===== src/hw/rtl/assert_macros.svh =====
// Assertion macros included by fifo_byte_budget_cache.sv.
`ifndef ASSERT_MACROS_SVH
`define ASSERT_MACROS_SVH

// Same-cycle implication, checked outside reset.
`define FBC_ASSERT_NOW(label, clk, rst_n, ante, cons, msg) \
	label: assert property (@(posedge clk) disable iff (!rst_n) (ante) |-> (cons)) \
		else $error(msg);

// Next-cycle implication, checked outside reset.
`define FBC_ASSERT_NEXT(label, clk, rst_n, ante, cons, msg) \
	label: assert property (@(posedge clk) disable iff (!rst_n) (ante) |=> (cons)) \
		else $error(msg);

`endif


===== src/hw/rtl/fbc_pkg.sv =====
package fbc_pkg;

	localparam int QUEUE_DEPTH = 32;
	localparam int KEY_BITS    = 32;
	localparam int SIZE_W      = 32;
	localparam int LIM_W       = 6;
	localparam int CNT_W       = $clog2(QUEUE_DEPTH + 1);
	localparam int SUM_W       = SIZE_W + 1;
	localparam int CFG_IDX_W   = 8;

	typedef logic [KEY_BITS-1:0]    key_t;
	typedef logic [SIZE_W-1:0]      size_t;
	typedef logic [CNT_W-1:0]       cnt_t;
	typedef logic [LIM_W-1:0]       lim_t;
	typedef logic [QUEUE_DEPTH-1:0] qvec_t;
	typedef logic [CFG_IDX_W-1:0]   cfg_idx_t;

	localparam logic [1:0] KIND_INSERT = 2'd0;
	localparam logic [1:0] KIND_EDIT   = 2'd1;
	localparam logic [1:0] KIND_REMOVE = 2'd2;

	localparam cfg_idx_t REG_BYTE_BUDGET = cfg_idx_t'(0);
	localparam cfg_idx_t REG_ENTRY_LIMIT = cfg_idx_t'(1);

	localparam size_t BUDGET_RESET = size_t'(1048576);
	localparam lim_t  LIMIT_RESET  = lim_t'(32);

	typedef enum logic [1:0] {
		ST_OK         = 2'd0,
		ST_TOO_LARGE  = 2'd1,
		ST_NOT_FOUND  = 2'd2,
		ST_STILL_OVER = 2'd3
	} status_t;

	typedef enum logic [2:0] {
		S_IDLE,
		S_INSERT,
		S_EDIT_FIND,
		S_EDIT_CALC,
		S_EDIT_FIT,
		S_REMOVE,
		S_STATUS
	} state_t;

	// Contents of one cell of the queue; tgt marks the entry an edit resizes.
	typedef struct packed {
		key_t  key;
		size_t size;
		logic  tgt;
	} entry_t;

	// Per-cell control from the sequencer.
	typedef struct packed {
		logic shift;
		logic load;
		logic upd;
		logic mark;
		logic mark_val;
	} cell_ctl_t;

endpackage


===== src/hw/rtl/fbc_cell.sv =====
module fbc_cell
	import fbc_pkg::*;
(
	input  logic      clk,
	input  logic      arst_n,
	input  cell_ctl_t ctl,
	input  entry_t    nbr,
	input  key_t      fill_key,
	input  size_t     fill_size,
	input  key_t      cmp_key,
	output entry_t    ent,
	output logic      eq
);

	key_t  key_q;
	size_t size_q;
	logic  tgt_q;

	always_ff @(posedge clk) begin
		if (ctl.shift) begin
			key_q  <= nbr.key;
			size_q <= nbr.size;
		end else if (ctl.load) begin
			key_q  <= fill_key;
			size_q <= fill_size;
		end else if (ctl.upd && tgt_q) begin
			size_q <= fill_size;
		end
	end

	always_ff @(posedge clk or negedge arst_n) begin
		if (!arst_n) begin
			tgt_q <= 1'b0;
		end else if (ctl.mark) begin
			tgt_q <= ctl.mark_val;
		end else if (ctl.shift) begin
			tgt_q <= nbr.tgt;
		end else if (ctl.load) begin
			tgt_q <= 1'b0;
		end
	end

	assign ent = '{key: key_q, size: size_q, tgt: tgt_q};
	assign eq  = (key_q == cmp_key);

endmodule


===== config.mk =====
export PLATFORM = sky130hd
export DESIGN_NAME = fbc_cell
export DESIGN_NICKNAME = d
export VERILOG_FILES = /design/src/hw/rtl/assert_macros.svh /design/src/hw/rtl/fbc_pkg.sv /design/src/hw/rtl/fbc_cell.sv
export SDC_FILE = /design/constraint.sdc
export NUM_CORES = 1
export LEC_CHECK = 0
export BUFFER_PORTS_ARGS = -buffer_cell sky130_fd_sc_hd__buf_2
export CAP_MARGIN = 15
export CORE_ASPECT_RATIO = 0.9
export CORE_MARGIN = 5
export CORE_UTILIZATION = 41
export CTS_CLUSTER_SIZE = 30
export DETAILED_ROUTE_END_ITERATION = 12
export HOLD_SLACK_MARGIN = 0.06
export PLACE_DENSITY = 0.87
export SYNTH_ARGS = -nofsm -noshare
export SYNTH_HDL_FRONTEND = slang
export SYNTH_SLANG_ARGS = --single-unit

===== constraint.sdc =====
create_clock -name clk -period 1.8 [get_ports clk]
set_input_delay 0.18 -clock clk [delete_from_list [all_inputs] [get_ports clk]]
set_output_delay 0.18 -clock clk [all_outputs]
set_load 0.005 [all_outputs]

==> results.md, run 1 <==
* Status: finished, final reports clean
* Final HPWL DP at 7.61 mm
* Num CTS Buffers at 9
* CP max stage delay at 420 ps
* Worst Path Required at 1620 ps
* Met3 Use GR at 9.02%
* Site Rows at 30
* Critical path startpoint category: register
* Maximum clock rate at 565 MHz
* Syn avg cell area at 17.4 um^2
* Synth top area share at 58.9%
* Area contributors post-synth: edfxtp_1 (59%), mux2_4 (18%), mux2_2 (8.6%), xor2_1 (8.6%), nor4_1 (1.5%)
* Post-synth top flop: edfxtp_1
* YS warnings at 0
* Worst skew pair latency at between 300 and 400 ps
* Share of post-route cells with drive strength above 1 at 73.7%
* Initial core utilization at 42.6%
* Busiest grt layer: met2
* Worst hold path type: in2reg
* Worst-Margin Slew at 417 ps
* RD Place Congestion at 0.805
* Sequential area share after synthesis at 59.7%
* WP data arrival at about 1600 ps
* M2 GR Usage at 36.6%
* Synth area leader: edfxtp_1
* Port bufs at 233
* Slowest cell on crit path: edfxtp_1
* Total number of vias at 2501
* Final core occ at between 60 and 70%
* Boundary Pins at 234
* Place WS at 293 ps
* H-tree levels at 3
* Crit path time final at 1770 ps
* Max-cap violations at 0
* Antenna cells at 0
* Critical path endpoint category: output pin
* Antenna-violating nets left at 0
* Clk slew on worst S/H paths at 70 ps
* DR vias/cell at 4.72
* FF+latch count, synth at between 60 and 70
* First drt pass iteration count at 4
* Post-synth EDFFs at 64
* Initial antenna violation count at 0
* Total track usage at 19.0%
* Mapped Nets at 355
* Final Hold Viols at 0
* Crit-path cells: xor2_1, nor4_2, nand4_1, nor2_1, buf_2
* Area of the core at 0.00766 mm^2
* CTS sink count at 65
* Setup slack after layout at 30.1 ps
* Die H at 94.6 um
* Die area at 0.00984 mm^2
* Die width at 104 um
* Endpoints failing setup at 0
* Iteration-0 DRC Markers at 49
* Slew HR at 72.2%
* Vias in the first global route at around 2800
* Synth cell types at 15
* Leak Pwr at 2.31 nW
* First-pass GRT wire length at ~14 mm
* Grt total ovfl at 0
* Final Slew Violations at 0
* Pwr dens at ~850 mW/mm^2
* Largest net degree at the start of global routing at 33
* TritonCTS clock tree: yes
* Clk root buf: clkbuf_8
* Crit Path Category: reg2out
* Worst vdd ir at approximately 0.47 mV
* CTS Buffer Depth at 2
* Filler Cell Count at 587
* Unrepaired setup endpoints after global routing: yes
* Post-route cell area at 0.00483 mm^2
* Area grow syn2layout at 47.9%
* WL final at 9.27 mm
* Final nets at 597
* Syn Inst Count at 187
* Fin Clk Skew at about 8 ps
* Final period util at 98.3%
* Peak fanout along the critical path at 2
* Postcts setup bufs at 0
* Detailed-route DRC error count at 0
* Async S/R FF share, synth at 1.54%
* DR WL/cell at 17.5 um
* Synthesized cell area at 0.00326 mm^2
* Met1 Resource Use GR at between 15 and 20%
* Post-DP Area at 0.00454 mm^2
## stage by stage
step	cells	setup TNS, ps	hold WS, ps	power, mW
3_5_place_dp	512	0	-35.5	2.67
4_1_cts	530	0	90.9	4.14
5_1_grt	530	-61.7	109	4.29
2_1_floorplan	187	0	-116	2.27
6_report	530	0	113	4.10
3_3_place_gp	512	0	-43.8	2.63
## cells by family (layout without fill, tap and decap cells)
group,Yosys count,after routing,synth area share (%)
and+or+nand+nor,15,15,2.49
DFF,65,65,59.7
muxes,64,64,26.6
AOI/OAI and AO/OA,2,2,0.384
buffers and inverters,9,256,2.26
xor gates and xnor gates,32,32,8.59
## registers in the layout (all words and copies together), names as in the netlist
| register | count |
|---|---|
| size_q | 32 |
| tgt_q | 1 |
| key_q | 32 |
## synthesized netlist by cell type, types with 2 or more instances
library cell / count
edfxtp_1: 64
mux2_4: 39
xor2_1: 32
mux2_2: 25
nor4_1: 8
buf_6: 4
nand2_1: 3
buf_2: 2
buf_4: 2
nand4_1: 2
nor2_1: 2
## cells in the final DEF, fill, tap and decap left out, types with 2 or more instances in the layout
cell / synthesis / final
buf_2: 2 / 232
clkinv_1: 0 / 3
mux2_4: 39 / 39
buf_4: 2 / 3
edfxtp_1: 64 / 64
bufinv_16: 0 / 3
nor4_2: 0 / 6
nand4_1: 2 / 2
nor2_1: 2 / 2
buf_12: 0 / 2
dlygate4sd3_1: 0 / 2
xor2_1: 32 / 32
clkbuf_8: 0 / 9
nand2_1: 3 / 3
mux2_2: 25 / 25
nor4_1: 8 / 2
## power breakdown
group | total [mW] | switching, mW | internal, mW | leakage, nW
clock | 1.44 | 0.535 | 0.906 | 0.112
sequential | 1.92 | 0.0721 | 1.85 | 0.667
combinational | 0.737 | 0.305 | 0.432 | 1.53
total | 4.10 | 0.913 | 3.18 | 2.31
## path summary, 6_finish.rpt
check / startpoint / endpoint / slack (ps) / cells after the start
worst max register to register: tgt_q / size_q[21] / 560 / 3
worst min-delay path: ctl[0] / tgt_q / 110 / 3
min in group asynchronous: arst_n / tgt_q / 190 / 2
worst min register to register: tgt_q / tgt_q / 670 / 2
worst max-delay path: key_q[24] / eq / 30 / 5
max in group asynchronous: arst_n / tgt_q / 1520 / 2
## area by class of cell
class	count	area [um^2]	area share [%]
clock inverters	7	109	2.26
multi-input cells	113	1280	26.5
inverters	1	3.75	0.0778
well taps	96	120	2.49
clock buffers	9	124	2.57
repair buffers	239	1240	25.8
flip-flops and latches	65	1950	40.3
## critical path, delay by kind of cell (launching register included)
family,cells,cell delay [ps]
XOR/XNOR,1,180
buffers and inverters,1,120
AND/OR/NAND/NOR,3,560
flip-flops,1,420
## routing by layer
layer | part of all wire [%] | vias to the layer above
li1 | - | 1195
met1 | 32 | 1151
met2 | 55 | 153
met3 | 12 | 2
met4 | 0.45 | 0
met5 | 0 | -
## timing repair
item / 4_1_cts / 5_1_grt
hold buffers: 2 / 0
endpoints found under the hold margin: 2 / 0
pin swaps: 4 / 2
resized for setup: 5 / 1
endpoints found under the setup margin: 1 / 1
Note: power is estimated with default switching activity, not from simulation.
==> run 2: changes to the inputs <==
CORE_MARGIN = unset   (was 5)
==> run 2 against run 1 <==
  * The flow now finishes with violations (setup timing)
  * Utilization decreased by 0.35 points
  * Non-clock buffer count up 1
  * Wire length decreased by 8.2%
  * Worst setup slack lost 77 ps
  * Maximum frequency decreased by 4.2%
  * Largest cell class unchanged
  * Design area is 1.0% lower
  * Final cell count increased by 0.38%
  * Via count decreased by 1.1%
  * Highest routed layer unchanged
  * Sequential cell count did not move
  * Critical path depth rose by 1
  * Total power fell by 7.1%
==> results.md, run 2 (same netlist as run 1, synthesis figures left out) <==
* Failing checks: setup timing
* Worst Path Required at 1620 ps
* Hold Startpoint: ctl[0]
* CP max stage delay at 410 ps
* Port bufs at around 230
* Slew HR at 72.4%
* Most frequent cells in the layout: buf_2 (232), edfxtp_1 (64), mux2_4 (39)
* Status: finished, violations left
* Area of the core at 0.00762 mm^2
* Detailed-route DRC error count at 0
* Peak fanout along the critical path at 2
* Worst path top cell family by delay: simple AND/OR/NAND/NOR gates
* Die H at 86.6 um
* Vias in the first global route at 2605
* Max-cap violations at 0
* Reg2reg setup slack at about 580 ps
* CP Capture Point: eq
* Biggest regs: key_q: 32 flops, size_q: 32 flops, tgt_q: 1 flops
* Worst vdd ir at 0.462 mV
* Crit-path cells: xor2_1, nor4_2, buf_4, nand4_1, nor2_1, buf_2
* Setup slack after layout at -46.6 ps
* First drt pass iteration count at 4
* Leak Pwr at 2.30 nW
* CTS Buffer Depth at 2
* Final Hold Viols at 0
* Postcts setup bufs at 0
* Iteration-0 DRC Markers at 34
* Die area at 0.00832 mm^2
* Share of post-route cells with drive strength above 1 at about 74%
* Total track usage at roughly a fifth
* Slowest cell on crit path: edfxtp_1
* Post-DP Area at 0.00454 mm^2
* Final HPWL DP at 6.85 mm
* Total number of vias at about 2500
* Final nets at about 600
* Worst skew pair latency at between 300 and 400 ps
* H-tree levels at 3
* Capturing point of the worst reg2reg path: size_q[7]
* Endpoints failing setup at 1
* Fin Clk Skew at just over 10 ps
* Bufs and invs on worst path at 2
* Num CTS Buffers at 9
* Unrepaired setup endpoints after global routing: yes
* First-pass GRT wire length at 12.1 mm
* Area grow syn2layout at 46.4%
* Crit Path Category: reg2out
* Initial core utilization at 42.8%
* Hold WS at between 80 and 90 ps
* Clk root buf: clkbuf_8
* Tot Pwr at about 3.8 mW
* Antenna-violating nets left at 0
* DR WL/cell at 16.0 um
* DR vias/cell at roughly 4.6
* Maximum clock rate at 542 MHz
* Site Rows at 30
* Grt total ovfl at 0
* Worst-Margin Slew at 413 ps
* Crit path time final at 1850 ps
* Leading cell type in the layout, fill and taps excluded: buf_2
* Critical path startpoint category: register
* CTS sink count at 65
* Die width at 96.0 um
* TritonCTS clock tree: yes
* Worst hold path type: in2reg
* TNS Setup at -46.6 ps
* R2R depth at 3
* Final period util at 103%
* Crit path depth at 6
* Largest net degree at the start of global routing at 33
* Crit path launch: key_q[31]
* WL final at ~8.5 mm
* Clk slew on worst S/H paths at 80 ps
* Final Slew Violations at 0
* Critical path endpoint category: output pin
* Boundary Pins at 234
* Initial antenna violation count at 1
* Pwr dens at 797 mW/mm^2
* Post-route cell area at 0.00478 mm^2
* WP data arrival at roughly 1700 ps
* Worst flop-to-flop path startpoint: tgt_q
* RD Place Congestion at 0.816
[run 2: cell count changes in the layout (fill, tap and decap cells not counted), moves of 2 or more]
cell / previous run / this run
clkinv_1: 3 / 1
clkinv_2: 0 / 4
nor4_2: 6 / 4
bufinv_16: 3 / 1
nor4_1: 2 / 4
[run 2: cell type report]
class,instances,area [um^2]
antenna,1,2.50
clock buffer,9,124
clock inverter,7,61.3
fill,620,2840
inverter,1,3.75
multi-input combinational,113,1270
sequential,65,1950
tap,96,120
timing repair buffer,240,1250
[run 2: per-stage QoR]
step,utilization [%],std cells,setup WS (ps)
finish,62.7,532,-46.6
global placement,59.6,513,179
detailed placement,59.6,513,187
global route,62.7,532,-160
floorplan,-,187,255
CTS,62.5,531,-108
[run 2: per-layer routing]
metal | track usage [%] | share of wire [%]
met5 | 0 | 0
met4 | 8.55 | 1.5
met3 | 6.49 | 9.4
met2 | 39.5 | 55
met1 | 18.5 | 34
[run 2: power breakdown]
part           switching (mW)  internal (mW)
Combinational           0.290          0.432
Clock                   0.542          0.625
Sequential             0.0720           1.85
[run 2: how the worst min path moves through the flow]
stage               slack (ps)    end  depth (start not counted)
finish                      80  tgt_q                          3
global placement           -40  tgt_q                          1
detailed placement         -40  tgt_q                          1
floorplan                 -120  tgt_q                          0
global route               110  tgt_q                          3
CTS                         70  tgt_q                          3
[run 2: tightest hold or removal path: cells and delay by family]
kind                   cells  cell delay, ps
buffers and inverters      1              80
and+or+nand+nor            1              40
AOI/OAI and AO/OA          1              60
[run 2: repair_timing]
item                       4_1_cts  5_1_grt
hold buffers                     2        0
hold endpoints to repair         2        0
gates resized for setup          2        2
pin swaps                        0        2
setup endpoints to repair        1        1
==> run 3: changes to the inputs <==
HOLD_SLACK_MARGIN = 0.12   (was 0.06)
==> run 3 against run 2 <==
  * The flow still finishes with violations (setup timing)
  * Total power barely moved
  * Design area rose by 0.21%
  * Die area did not move
  * Sequential share of layout area fell by 0.085 points
  * Utilization rose by 0.13 points
  * Worst setup slack got worse by 1.8 ps
  * Clock skew barely moved
  * Register-to-register slack got worse by 120 ps
  * Sequential cell count did not move
  * Global-route usage barely moved
  * Largest cell class unchanged
  * Largest power group unchanged
  * Highest routed layer unchanged
==> results.md, run 3 (same netlist as run 1, synthesis figures left out) <==
* Boundary Pins at roughly 230
* Post-Place Cells at 513
* Setup slack after layout at -48.4 ps
* Total track usage at between 20% and 30%
* Leading cell type in the layout, fill and taps excluded: buf_2
* Worst Path Required at around 1600 ps
* Failing checks: setup timing
* Share of total power in combinational logic at 19.0%
* Num CTS Buffers at 9
* Die width at 96.0 um
* Die H at 86.6 um
* Number of cells on the worst hold path at 2
* Bufs and invs on worst path at 2
* Worst vdd ir at 0.463 mV
* R2R depth at 3
* Antenna-violating nets left at 0
* CTS sink count at 65
* CP max stage delay at 410 ps
* Reg2reg setup slack at between 400 and 500 ps
* Register share of total power at 50.3%
* Hold EP: size_q[22]
* Routed wl met2 at 4.72 mm
* Worst hold path type: in2reg
* Slowest cell on crit path: edfxtp_1
* DR vias/cell at between 4 and 5
* Area of the core at between 0.007 and 0.008 mm^2
* Endpoints failing setup at 1
* Postcts setup bufs at 0
* Area grow syn2layout at 46.7%
* Vias in the first global route at 2604
* Final core occ at a little over three fifths
* Port bufs at between 200 and 250
* Grt total ovfl at 0
* Most frequent cells in the layout: buf_2 (232), edfxtp_1 (64), mux2_4 (39)
* RD Place Congestion at 0.816
* Crit path time final at ~1800 ps
* Clk slew on worst S/H paths at 80 ps
* DR top layer: met4
* Critical path endpoint category: output pin
* Maximum clock rate at 541 MHz
* Metal1 wirelength at 2.90 mm
* Capturing point of the worst reg2reg path: tgt_q
* First drt pass iteration count at 4
* Share of post-route cells with drive strength above 1 at 73.6%
* TNS Setup at -48.4 ps
* WL final at about 8.5 mm
* Clk root buf: clkbuf_8
* Post-route cell area at 0.00479 mm^2
* Max-cap violations at 0
* Crit-path cells: xor2_1, nor4_2, buf_4, nand4_1, nor2_1, buf_2
* Final nets at 599
* Hold Startpoint: nbr[23]
* Final Hold Viols at 0
* H-tree levels at 3
* Crit Path Category: reg2out
* Leak Pwr at 2.30 nW
* Psw at 0.906 mW
* Critical path startpoint category: register
* Worst-Margin Slew at between 400 and 500 ps
* Detailed-route DRC error count at 0
* Peak fanout along the critical path at 2
* Post-DP Area at 0.00454 mm^2
* Worst path top cell family by delay: simple AND/OR/NAND/NOR gates
* Final period util at 103%
* First-pass GRT wire length at 12.1 mm
* Total number of vias at around 2500
* CTS Buffer Depth at 2
* Switching Fraction at 23.8%
* Pwr dens at 796 mW/mm^2
* Status: finished, violations left
* DR WL/cell at 16.0 um
* Initial core utilization at 42.8%
* Slew HR at 72.4%
* Initial antenna violation count at 1
* Met3 wire len at 786 um
* Largest net degree at the start of global routing at 33
* WP data arrival at between 1500 and 2000 ps
* Iteration-0 DRC Markers at 38
* Clk pwr share at 30.6%
* Unrepaired setup endpoints after global routing: yes
* Fin cells at 533
* TritonCTS clock tree: yes
* Worst flop-to-flop path startpoint: tgt_q
* Worst skew pair latency at 330 ps
* Fin Clk Skew at 10.5 ps
* Die area at 0.00832 mm^2
* Site Rows at 30
* Final Slew Violations at 0
* Final HPWL DP at about 6.8 mm
* Internal power at 2.90 mW
* Biggest regs: key_q: 32 flops, size_q: 32 flops, tgt_q: 1 flops
## run 3: cell types whose count changed in the layout (fill, tap and decap cells not counted), sizes merged
cell | previous run | this run
dlygate4sd3 | 2 | 3
## run 3: final cells by class
cell class                 count  area [um^2]
tap                           96          120
multi-input combinational    113         1270
sequential                    65         1950
clock inverter                 7         61.3
timing repair buffer         241         1260
fill                         618         2830
antenna                        1         2.50
clock buffer                   9          124
inverter                       1         3.75
## run 3: worst max-delay path by stage
stage / start / end / cells after the start / slack (ps)
6_report: key_q[31] / eq / 6 / -50
5_1_grt: key_q[31] / eq / 6 / -160
4_1_cts: key_q[31] / eq / 6 / -110
3_5_place_dp: key_q[31] / eq / 6 / 190
3_3_place_gp: key_q[31] / eq / 6 / 180
2_1_floorplan: ctl[4] / size_q[0] / 3 / 250
## run 3: metal layers
layer	track usage, %	up-vias
met5	0	-
met4	8.28	0
met3	6.23	12
met2	39.5	134
met1	18.9	1138
li1	-	1197
## run 3: power groups by stage
| stage | Sequential (mW) | Clock (mW) | Combinational [mW] |
|---|---|---|---|
| 6_report | 1.92 | 1.17 | 0.725 |
| 5_1_grt | 1.93 | 1.25 | 0.798 |
| 4_1_cts | 1.92 | 1.19 | 0.726 |
| 3_5_place_dp | 1.95 | 0 | 0.711 |
| 3_3_place_gp | 1.94 | 0 | 0.690 |
| 2_1_floorplan | 1.97 | 0 | 0.301 |
## run 3: through the flow
stage	worst slack (ps)	hold slack, ps	power (mW)
finish	-48.4	145	3.81
global route	-159	128	3.98
CTS	-108	130	3.84
detailed placement	187	-41.7	2.66
global placement	179	-44.1	2.63
floorplan	255	-116	2.27
## run 3: repair_timing
item                                   CTS  global route
endpoints found under the hold margin    2             0
gates resized for setup                  2             2
pin swaps                                0             2
setup endpoints to repair                1             1
hold buffers                             3             0
